<file path="config.mk">
export PLATFORM = sky130hd
export DESIGN_NAME = life_3d_cell_automaton_unit
export DESIGN_NICKNAME = d
export VERILOG_FILES = /design/src/hdl/life3d_pkg.sv /design/src/hdl/life3d_ram.sv /design/src/hdl/life3d_count.sv /design/src/hdl/life3d_seq.sv /design/src/hdl/life_3d_cell_automaton_unit.sv
export SDC_FILE = /design/constraint.sdc
export NUM_CORES = 1
export LEC_CHECK = 0
export BUFFER_PORTS_ARGS = -buffer_cell sky130_fd_sc_hd__buf_2
export CAP_MARGIN = 25
export CORE_MARGIN = 5
export CORE_UTILIZATION = 46
export DETAILED_ROUTE_END_ITERATION = 10
export PLACE_DENSITY = 0.58
export SYNTH_ARGS = -nofsm -noshare
export SYNTH_HDL_FRONTEND = slang
export SYNTH_SLANG_ARGS = --single-unit
</file>
<file path="constraint.sdc">
create_clock -name clock -period 16.05 [get_ports clock]
set_input_delay 3.21 -clock clock [delete_from_list [all_inputs] [get_ports clock]]
set_output_delay 3.21 -clock clock [all_outputs]
set_load 0.1 [all_outputs]
</file>
<file path="src/hdl/life3d_pkg.sv">
// ----------------------------------------------------------------------------
// life3d_pkg
// Shared types, constants and helpers of the 3D life cell automaton.
// ----------------------------------------------------------------------------
package life3d_pkg;

   localparam int SIZE_X = 8;
   localparam int SIZE_Y = 8;
   localparam int SIZE_Z = 8;

   localparam int XW = $clog2(SIZE_X);
   localparam int YW = $clog2(SIZE_Y);
   localparam int ZW = $clog2(SIZE_Z);

   localparam int ROW_AW    = ZW + YW;
   localparam int RAM_AW    = ROW_AW + 1;
   localparam int RAM_DEPTH = 2 ** RAM_AW;

   localparam int CNT_W   = 5;
   localparam int COORD_W = 3;
   localparam int CSR_AW  = 3;
   localparam int CSR_DW  = 32;

   localparam logic [CNT_W-1:0] LIVE_MIN_RESET = 5'd9;
   localparam logic [CNT_W-1:0] LIVE_MAX_RESET = 5'd17;

   localparam logic [1:0] OP_WRITE   = 2'd0;
   localparam logic [1:0] OP_READ    = 2'd1;
   localparam logic [1:0] OP_ADVANCE = 2'd2;

   localparam logic REG_LIVE_MIN = 1'b0;
   localparam logic REG_LIVE_MAX = 1'b1;

   typedef struct packed {
      logic [1:0]         operation;
      logic [COORD_W-1:0] pos_x;
      logic [COORD_W-1:0] pos_y;
      logic [COORD_W-1:0] pos_z;
      logic               write_alive;
   } req_type;

   typedef struct packed {
      logic cell_alive;
      logic step_done;
   } rsp_type;

   typedef logic [SIZE_X-1:0]            row_type;
   typedef logic [SIZE_X-1:0][1:0]       lane_sum_type;
   typedef logic [SIZE_X-1:0][CNT_W-1:0] lane_cnt_type;

   typedef struct packed {
      logic accumulate;
      logic clear;
   } count_ctl_type;

   typedef struct packed {
      logic              wr_en;
      logic [RAM_AW-1:0] wr_addr;
      row_type           wr_data;
      logic              rd_en;
      logic [RAM_AW-1:0] rd_addr;
   } ram_req_type;

   // live cells at x-1, x, x+1 of one row, wrapped
   function automatic lane_sum_type lane_sum(row_type row);
      lane_sum_type s;
      int           lo;
      int           hi;
      for (int i = 0; i < SIZE_X; i++) begin
         lo   = (i == 0) ? SIZE_X - 1 : i - 1;
         hi   = (i == SIZE_X - 1) ? 0 : i + 1;
         s[i] = 2'(row[lo]) + 2'(row[i]) + 2'(row[hi]);
      end
      return s;
   endfunction

endpackage

</file>
<file path="src/hdl/life3d_ram.sv">
// ----------------------------------------------------------------------------
// life3d_ram
// Generic simple dual-port RAM, one write and one registered read port.
// ----------------------------------------------------------------------------
module life3d_ram #(
   parameter int WIDTH = 8,
   parameter int DEPTH = 128
) (
   input  logic                     clock,
   input  logic                     wr_en,
   input  logic [$clog2(DEPTH)-1:0] wr_addr,
   input  logic [WIDTH-1:0]         wr_data,
   input  logic                     rd_en,
   input  logic [$clog2(DEPTH)-1:0] rd_addr,
   output logic [WIDTH-1:0]         rd_data
);

   logic [WIDTH-1:0] mem_ff [DEPTH];
   logic [WIDTH-1:0] rd_data_ff;

   always_ff @(posedge clock) begin
      if (wr_en) begin
         mem_ff[wr_addr] <= wr_data;
      end
      if (rd_en) begin
         rd_data_ff <= mem_ff[rd_addr];
      end
   end

   assign rd_data = rd_data_ff;

endmodule

</file>
<file path="src/hdl/life3d_count.sv">
// ----------------------------------------------------------------------------
// life3d_count
// Per-lane neighborhood counter for one row; accumulates nine row reads and
// applies the live bounds to give the next-generation row.
// ----------------------------------------------------------------------------
module life3d_count (
   input  logic                           clock,
   input  life3d_pkg::count_ctl_type      ctl,
   input  life3d_pkg::row_type            row_data,
   input  logic [life3d_pkg::CNT_W-1:0]   live_min,
   input  logic [life3d_pkg::CNT_W-1:0]   live_max,
   output life3d_pkg::row_type            next_row
);

   life3d_pkg::lane_cnt_type acc_ff;
   life3d_pkg::lane_cnt_type acc_in;
   life3d_pkg::lane_cnt_type sum;
   life3d_pkg::lane_sum_type lanes;

   always_comb begin
      lanes = life3d_pkg::lane_sum(row_data);
      for (int i = 0; i < life3d_pkg::SIZE_X; i++) begin
         sum[i]      = acc_ff[i] + life3d_pkg::CNT_W'(lanes[i]);
         next_row[i] = (sum[i] >= live_min) && (sum[i] <= live_max);
      end
      priority if (ctl.clear) begin
         acc_in = '0;
      end else if (ctl.accumulate) begin
         acc_in = sum;
      end else begin
         acc_in = acc_ff;
      end
   end

   always_ff @(posedge clock) begin
      acc_ff <= acc_in;
   end

endmodule

</file>
<file path="src/hdl/life3d_seq.sv">
// ----------------------------------------------------------------------------
// life3d_seq
// Sequencer: handshakes, voxel read/write, clearing pass and the row sweep
// of a generation advance over the double-buffered grid.
// ----------------------------------------------------------------------------
module life3d_seq (
   input  logic                        clock,
   input  logic                        reset,
   input  logic                        req_valid,
   output logic                        req_stall,
   input  life3d_pkg::req_type         req_data,
   output logic                        rsp_valid,
   input  logic                        rsp_stall,
   output life3d_pkg::rsp_type         rsp_data,
   output life3d_pkg::ram_req_type     ram,
   input  life3d_pkg::row_type         rd_data,
   output life3d_pkg::count_ctl_type   count_ctl,
   input  life3d_pkg::row_type         next_row
);

   localparam logic [2:0] S_CLEAR = 3'd0;
   localparam logic [2:0] S_IDLE  = 3'd1;
   localparam logic [2:0] S_WR    = 3'd2;
   localparam logic [2:0] S_RD    = 3'd3;
   localparam logic [2:0] S_ADV   = 3'd4;
   localparam logic [2:0] S_DONE  = 3'd5;

   localparam int XW = life3d_pkg::XW;
   localparam int YW = life3d_pkg::YW;
   localparam int ZW = life3d_pkg::ZW;

   logic [2:0]                     state_ff, state_in;
   logic                           bank_ff, bank_in;
   logic [XW-1:0]                  x_ff, x_in;
   logic [YW-1:0]                  y_ff, y_in;
   logic [ZW-1:0]                  z_ff, z_in;
   logic                           wbit_ff, wbit_in;
   logic [1:0]                     dy_ff, dy_in;
   logic [1:0]                     dz_ff, dz_in;
   logic                           issue_done_ff, issue_done_in;
   logic                           rd_pend_ff, rd_pend_in;
   logic                           last_pend_ff, last_pend_in;
   logic [life3d_pkg::ROW_AW-1:0]  clr_ff, clr_in;
   life3d_pkg::rsp_type            pend_ff, pend_in;
   logic                           rsp_valid_ff, rsp_valid_in;
   life3d_pkg::rsp_type            rsp_data_ff, rsp_data_in;

   logic                           in_cube;
   logic                           out_free;
   logic                           last_row;
   logic [YW-1:0]                  ny;
   logic [ZW-1:0]                  nz;
   life3d_pkg::row_type            wr_row;

   assign in_cube = (32'(req_data.pos_x) < life3d_pkg::SIZE_X)
                 && (32'(req_data.pos_y) < life3d_pkg::SIZE_Y)
                 && (32'(req_data.pos_z) < life3d_pkg::SIZE_Z);
   assign out_free = !rsp_valid_ff || !rsp_stall;
   assign last_row = (z_ff == ZW'(life3d_pkg::SIZE_Z - 1))
                  && (y_ff == YW'(life3d_pkg::SIZE_Y - 1));

   always_comb begin
      unique case (dy_ff)
         2'd0:    ny = (y_ff == '0) ? YW'(life3d_pkg::SIZE_Y - 1) : y_ff - 1'b1;
         2'd1:    ny = y_ff;
         default: ny = (y_ff == YW'(life3d_pkg::SIZE_Y - 1)) ? '0 : y_ff + 1'b1;
      endcase
      unique case (dz_ff)
         2'd0:    nz = (z_ff == '0) ? ZW'(life3d_pkg::SIZE_Z - 1) : z_ff - 1'b1;
         2'd1:    nz = z_ff;
         default: nz = (z_ff == ZW'(life3d_pkg::SIZE_Z - 1)) ? '0 : z_ff + 1'b1;
      endcase
      wr_row       = rd_data;
      wr_row[x_ff] = wbit_ff;
   end

   always_comb begin
      state_in      = state_ff;
      bank_in       = bank_ff;
      x_in          = x_ff;
      y_in          = y_ff;
      z_in          = z_ff;
      wbit_in       = wbit_ff;
      dy_in         = dy_ff;
      dz_in         = dz_ff;
      issue_done_in = issue_done_ff;
      rd_pend_in    = 1'b0;
      last_pend_in  = 1'b0;
      clr_in        = clr_ff;
      pend_in       = pend_ff;
      rsp_valid_in  = rsp_valid_ff && rsp_stall;
      rsp_data_in   = rsp_data_ff;
      ram           = '0;
      count_ctl     = '0;

      unique case (state_ff)
         S_CLEAR: begin
            ram.wr_en   = 1'b1;
            ram.wr_addr = {1'b0, clr_ff};
            ram.wr_data = '0;
            clr_in      = clr_ff + 1'b1;
            if (clr_ff == '1) begin
               state_in = S_IDLE;
            end
         end
         S_IDLE: begin
            if (req_valid) begin
               x_in    = XW'(req_data.pos_x);
               y_in    = YW'(req_data.pos_y);
               z_in    = ZW'(req_data.pos_z);
               wbit_in = req_data.write_alive;
               pend_in = '0;
               unique case (req_data.operation)
                  life3d_pkg::OP_WRITE, life3d_pkg::OP_READ: begin
                     if (in_cube) begin
                        ram.rd_en   = 1'b1;
                        ram.rd_addr = {bank_ff, ZW'(req_data.pos_z), YW'(req_data.pos_y)};
                        state_in    = (req_data.operation == life3d_pkg::OP_WRITE)
                                    ? S_WR : S_RD;
                     end else begin
                        state_in = S_DONE;
                     end
                  end
                  life3d_pkg::OP_ADVANCE: begin
                     y_in            = '0;
                     z_in            = '0;
                     dy_in           = 2'd0;
                     dz_in           = 2'd0;
                     issue_done_in   = 1'b0;
                     count_ctl.clear = 1'b1;
                     state_in        = S_ADV;
                  end
                  default: begin
                     state_in = S_DONE;
                  end
               endcase
            end
         end
         S_WR: begin
            ram.wr_en   = 1'b1;
            ram.wr_addr = {bank_ff, z_ff, y_ff};
            ram.wr_data = wr_row;
            state_in    = S_DONE;
         end
         S_RD: begin
            pend_in.cell_alive = rd_data[x_ff];
            pend_in.step_done  = 1'b0;
            state_in           = S_DONE;
         end
         S_ADV: begin
            if (!issue_done_ff) begin
               ram.rd_en    = 1'b1;
               ram.rd_addr  = {bank_ff, nz, ny};
               rd_pend_in   = 1'b1;
               last_pend_in = (dy_ff == 2'd2) && (dz_ff == 2'd2);
               if (dy_ff == 2'd2) begin
                  dy_in = 2'd0;
                  if (dz_ff == 2'd2) begin
                     dz_in         = 2'd0;
                     issue_done_in = 1'b1;
                  end else begin
                     dz_in = dz_ff + 2'd1;
                  end
               end else begin
                  dy_in = dy_ff + 2'd1;
               end
            end
            count_ctl.accumulate = rd_pend_ff;
            if (last_pend_ff) begin
               count_ctl.clear = 1'b1;
               ram.wr_en       = 1'b1;
               ram.wr_addr     = {~bank_ff, z_ff, y_ff};
               ram.wr_data     = next_row;
               issue_done_in   = 1'b0;
               if (last_row) begin
                  bank_in           = ~bank_ff;
                  pend_in.cell_alive = 1'b0;
                  pend_in.step_done  = 1'b1;
                  state_in          = S_DONE;
               end else if (y_ff == YW'(life3d_pkg::SIZE_Y - 1)) begin
                  y_in = '0;
                  z_in = z_ff + 1'b1;
               end else begin
                  y_in = y_ff + 1'b1;
               end
            end
         end
         S_DONE: begin
            if (out_free) begin
               rsp_valid_in = 1'b1;
               rsp_data_in  = pend_ff;
               state_in     = S_IDLE;
            end
         end
         default: begin
            state_in = S_IDLE;
         end
      endcase
   end

   always_ff @(posedge clock) begin
      if (reset) begin
         state_ff      <= S_CLEAR;
         bank_ff       <= 1'b0;
         clr_ff        <= '0;
         issue_done_ff <= 1'b0;
         rd_pend_ff    <= 1'b0;
         last_pend_ff  <= 1'b0;
         rsp_valid_ff  <= 1'b0;
      end else begin
         state_ff      <= state_in;
         bank_ff       <= bank_in;
         clr_ff        <= clr_in;
         issue_done_ff <= issue_done_in;
         rd_pend_ff    <= rd_pend_in;
         last_pend_ff  <= last_pend_in;
         rsp_valid_ff  <= rsp_valid_in;
      end
      x_ff        <= x_in;
      y_ff        <= y_in;
      z_ff        <= z_in;
      wbit_ff     <= wbit_in;
      dy_ff       <= dy_in;
      dz_ff       <= dz_in;
      pend_ff     <= pend_in;
      rsp_data_ff <= rsp_data_in;
   end

   assign req_stall = (state_ff != S_IDLE);
   assign rsp_valid = rsp_valid_ff;
   assign rsp_data  = rsp_data_ff;

endmodule

</file>
<file path="src/hdl/life_3d_cell_automaton_unit.sv">
// ----------------------------------------------------------------------------
// life_3d_cell_automaton_unit
// 3D life automaton on a toroidal voxel cube. The grid lives in one RAM, one
// x-row per word, with two banks for the current and next generation. A
// write or read beat goes from accept to result through a row read, then a
// modify-write or bit select, then the output register, which waits while
// the previous result is stalled. In an advance each row needs nine row
// reads through the single RAM read port, summed lane-wise by the shared
// counter, then a bound compare and write-back. After reset a clearing
// pass zeroes the current bank before the first beat is taken; the live
// bounds can be written meanwhile.
// ----------------------------------------------------------------------------
module life_3d_cell_automaton_unit (
   input  logic                             clock,
   input  logic                             reset,
   input  logic                             req_valid,
   output logic                             req_stall,
   input  life3d_pkg::req_type              req_data,
   output logic                             rsp_valid,
   input  logic                             rsp_stall,
   output life3d_pkg::rsp_type              rsp_data,
   input  logic                             csr_psel,
   input  logic                             csr_penable,
   input  logic                             csr_pwrite,
   input  logic [life3d_pkg::CSR_AW-1:0]    csr_paddr,
   input  logic [life3d_pkg::CSR_DW-1:0]    csr_pwdata,
   output logic [life3d_pkg::CSR_DW-1:0]    csr_prdata,
   output logic                             csr_pready
);

   localparam int CW = life3d_pkg::CNT_W;

   logic [CW-1:0]             live_min_ff, live_min_in;
   logic [CW-1:0]             live_max_ff, live_max_in;
   logic                      csr_wr;
   logic                      csr_sel;
   life3d_pkg::ram_req_type   ram;
   life3d_pkg::row_type       rd_data;
   life3d_pkg::count_ctl_type count_ctl;
   life3d_pkg::row_type       next_row;

   assign csr_pready = 1'b1;
   assign csr_wr     = csr_psel && csr_penable && csr_pwrite && csr_pready;
   assign csr_sel    = csr_paddr[2];

   always_comb begin
      live_min_in = live_min_ff;
      live_max_in = live_max_ff;
      if (csr_wr) begin
         unique case (csr_sel)
            life3d_pkg::REG_LIVE_MIN: live_min_in = csr_pwdata[CW-1:0];
            life3d_pkg::REG_LIVE_MAX: live_max_in = csr_pwdata[CW-1:0];
            default: ;
         endcase
      end
      unique case (csr_sel)
         life3d_pkg::REG_LIVE_MIN: csr_prdata = life3d_pkg::CSR_DW'(live_min_ff);
         life3d_pkg::REG_LIVE_MAX: csr_prdata = life3d_pkg::CSR_DW'(live_max_ff);
         default:                  csr_prdata = '0;
      endcase
   end

   always_ff @(posedge clock) begin
      if (reset) begin
         live_min_ff <= life3d_pkg::LIVE_MIN_RESET;
         live_max_ff <= life3d_pkg::LIVE_MAX_RESET;
      end else begin
         live_min_ff <= live_min_in;
         live_max_ff <= live_max_in;
      end
   end

   life3d_ram #(
      .WIDTH (life3d_pkg::SIZE_X),
      .DEPTH (life3d_pkg::RAM_DEPTH)
   ) u_ram (
      .clock   (clock),
      .wr_en   (ram.wr_en),
      .wr_addr (ram.wr_addr),
      .wr_data (ram.wr_data),
      .rd_en   (ram.rd_en),
      .rd_addr (ram.rd_addr),
      .rd_data (rd_data)
   );

   life3d_count u_count (
      .clock    (clock),
      .ctl      (count_ctl),
      .row_data (rd_data),
      .live_min (live_min_ff),
      .live_max (live_max_ff),
      .next_row (next_row)
   );

   life3d_seq u_seq (
      .clock     (clock),
      .reset     (reset),
      .req_valid (req_valid),
      .req_stall (req_stall),
      .req_data  (req_data),
      .rsp_valid (rsp_valid),
      .rsp_stall (rsp_stall),
      .rsp_data  (rsp_data),
      .ram       (ram),
      .rd_data   (rd_data),
      .count_ctl (count_ctl),
      .next_row  (next_row)
   );

endmodule

</file>
==> flow_summary.ini <==
[grt]
grt-ovfl-total = 0
grt_pass1_wl_um = 199000
grt_pass1_vias = 30100
antenna_found_initial = 4
grt_usage_pct = 23.7
grt_max_degree = 127

[clock_tree]
ctsHoldBuffers = 0
clock_sinks = 1114
cts_resized = 0
cts_made_buffers = 115
cts_setup_buffers = 0
cts_tree = yes
htreeDepth = 3
clk_pin_slew_ns = 0.06
cts.path.max_buffers = 3
clock_latency_ns = 0.70
cts.root.buffer_cell = clkbuf_16

[sta]
rsz0062_at_grt = no
fin_crit_sh_pct = 53.1
tightest_slew_ns = 1.08
period_needed_ns = 8.53
fin_setup_tns_ns = 0
final-max-slew-violation-count = 0
relSlewSlack_pct = 27.5
skew_ns = 0.0332
setup_slack_ns = 7.52
holdWs_ns = 0.450
fmax_ghz = 0.117
hold_viol = 0
setup_viol_count_final = 0

[yosys]
yosys_warnings = 0
async_flop_share_pct = 0
synth_area_mm2 = 0.0485
seq_area_frac_synth_pct = 67.7
synth_area_per_cell_um2 = 12.2
yosys-top-cells-area = edfxtp_1, nand2_1, nand3_1
synth.distinct_cells = 84
yosysTopAreaCellShare_pct = 65.0
synth_edf_count = 1050
yosys.area.top_type = edfxtp_1
synthFlopType = edfxtp_1
ys_ff_latch = 1114
syn_inst = 3979

[drt]
drtPass1Iterations = 7
drt-met1-wl_um = 56600
dr_wl_met3_um = 10800
routed_wl_um = 136000
viasPerCell = 5.84
vias = 31800
dr_wl_met2_um = 63600
drcViolationCount = 0
ant_nets = 0
wl_per_cell_um = 24.9
drt_iter0_markers = 3000
top_layer = met4

[place]
port_buffers = 33
gp_congestion = 0.827
dp_worst_setup_slack_ns = 6.77
post-dp-hpwl_um = 80200
placed_area_mm2 = 0.0500

[power_and_ir_drop]
ir_worst_vdd_mv = 0.0872
leakagePower_uw = 0.0189
powerDensity_mw_per_mm2 = 137

[worst_setup_path]
cp_max_fo = 102
path_class = primary input to flop
cpMostUsedCell = buf_4
cp-start-kind = primary input
worstPathCellList = buf_2 > nand4bb_1 > inv_1 > nand3b_1 > buf_4 > and2_4 > buf_4 > buf_12 > buf_4 > nand2_1 > a311oi_1 > a31oi_1 > a22oi_1 > nand4_1 > nor3b_1
required_ns = 16.48
crit_family = buffers and inverters
cp_slowest_cell = buf_4
path_buf_inv = 6
cp.arrival_ns = 8.96
max_stage_delay_ns = 0.65
endpoint_kind = flop

[min_path]
hold_class = flop to flop

[die]
fp.coreArea_mm2 = 0.105
die_area_mm2 = 0.112
io_pins = 91
start_util_pct = 46.2
num_rows = 119
die_w_um = 335
die_h_um = 335

[finish]
synthToLayoutAreaGrowth_pct = 11.1
layout-drive-gt1-share_pct = 7.66
nets = 4144
final_area_mm2 = 0.0539
nFillCells = 9007

[run_status]
status = finished clean

[flow_run]
max_cap_viol_count = 0
-- cell usage after synthesis, types with 9 or more instances --
master	number
a32oi_1	13
and3_1	104
nor2_1	218
o22ai_1	9
nand2b_1	28
edfxtp_1	1050
a22o_1	9
xnor2_1	24
nand4_1	15
nor2b_1	19
nand3_1	406
a311oi_1	51
buf_4	40
mux2i_1	34
fa_1	16
or3_1	16
buf_1	29
o21a_1	9
nand3b_1	11
xor2_1	15
buf_2	104
nor3_1	26
a2111oi_0	12
ha_1	111
dfxtp_1	64
a22oi_1	17
a21oi_1	103
o32ai_1	12
a31oi_1	77
a21o_1	10
o21ai_0	57
clkbuf_1	80
a211oi_1	98
inv_1	61
nand2_1	930
-- state kept, by name, summed over array words and instances (netlist names), 3 cells and up --
name            flops
u_ram.rd_data       8
u_seq.state_ff      3
u_seq.y_ff          3
live_min_ff         5
u_seq.clr_ff        6
u_ram.mem_ff     1024
live_max_ff         5
u_seq.x_ff          3
u_seq.z_ff          3
u_count.acc_ff     40
-- logic make-up (layout without fill, tap and decap cells) --
kind of cell,Yosys count,in the layout,share of synthesized area (%)
AOI/OAI and AO/OA,527,527,7.55
xor gates and xnor gates,39,39,0.704
adders and majority gates,127,127,3.52
buffers and inverters,323,379,3.20
DFF,1114,1114,67.7
muxes,39,39,0.888
other,2,30,0.0155
and+or+nand+nor,1808,1808,16.4
-- power breakdown --
part           internal [uW]  leakage, uW  switching, uW
Clock                   1620      0.00187           1120
Combinational            395      0.00672            966
Sequential              3240       0.0104           53.1
Total                   5260       0.0189           2140
-- stage by stage --
stage	cells	util (%)	total power [uW]
floorplan	4005	-	4240
global placement	5232	47.6	4690
global route	5452	51.3	7680
CTS	5451	51.3	7420
finish	5454	51.3	7390
detailed placement	5236	47.6	4700
-- metal layers --
metal	track usage [%]	up-vias
li1	-	14600
met1	33.0	15800
met2	37.5	1255
met3	4.41	232
met4	8.57	0
met5	0	-
-- final timing paths --
kind                                       start                end  slack [ns]  cells after the start
worst max register to register     u_seq.y_ff[0]   u_ram.rd_data[5]        9.50                     14
worst min-delay path            u_seq.pend_ff[1]  u_seq.rsp_data[1]        0.45                      0
worst min register to register  u_seq.pend_ff[1]  u_seq.rsp_data[1]        0.45                      0
worst max-delay path                   req_valid   u_ram.rd_data[0]        7.52                     15
-- final cells by class --
cell class | instances | area, um2 | area share (%)
tap | 1391 | 1740 | 3.23
sequential | 1114 | 32800 | 60.9
timing repair buffer | 102 | 749 | 1.39
antenna | 2 | 5.00 | 0.00929
clock inverter | 73 | 758 | 1.41
clock buffer | 142 | 3110 | 5.77
multi-input combinational | 2568 | 14400 | 26.8
inverter | 62 | 233 | 0.432
-- cells in the final DEF (no fill, tap or decap), types with 21 or more instances in the layout --
master	synthesis	final
a211oi_1	98	98
a21oi_1	103	103
a311oi_1	51	51
a31oi_1	77	77
and3_1	104	104
buf_2	104	33
buf_4	40	61
clkbuf_1	80	21
clkbuf_16	0	121
clkinv_1	0	27
conb_1	2	28
dfxtp_1	64	64
edfxtp_1	1050	1050
ha_1	111	111
inv_1	61	61
mux2i_1	34	34
nand2_1	930	930
nand2b_1	28	28
nand3_1	406	406
nor2_1	218	218
nor3_1	26	25
o21ai_0	57	57
xnor2_1	24	24
Power figures use the tool's default switching activity.
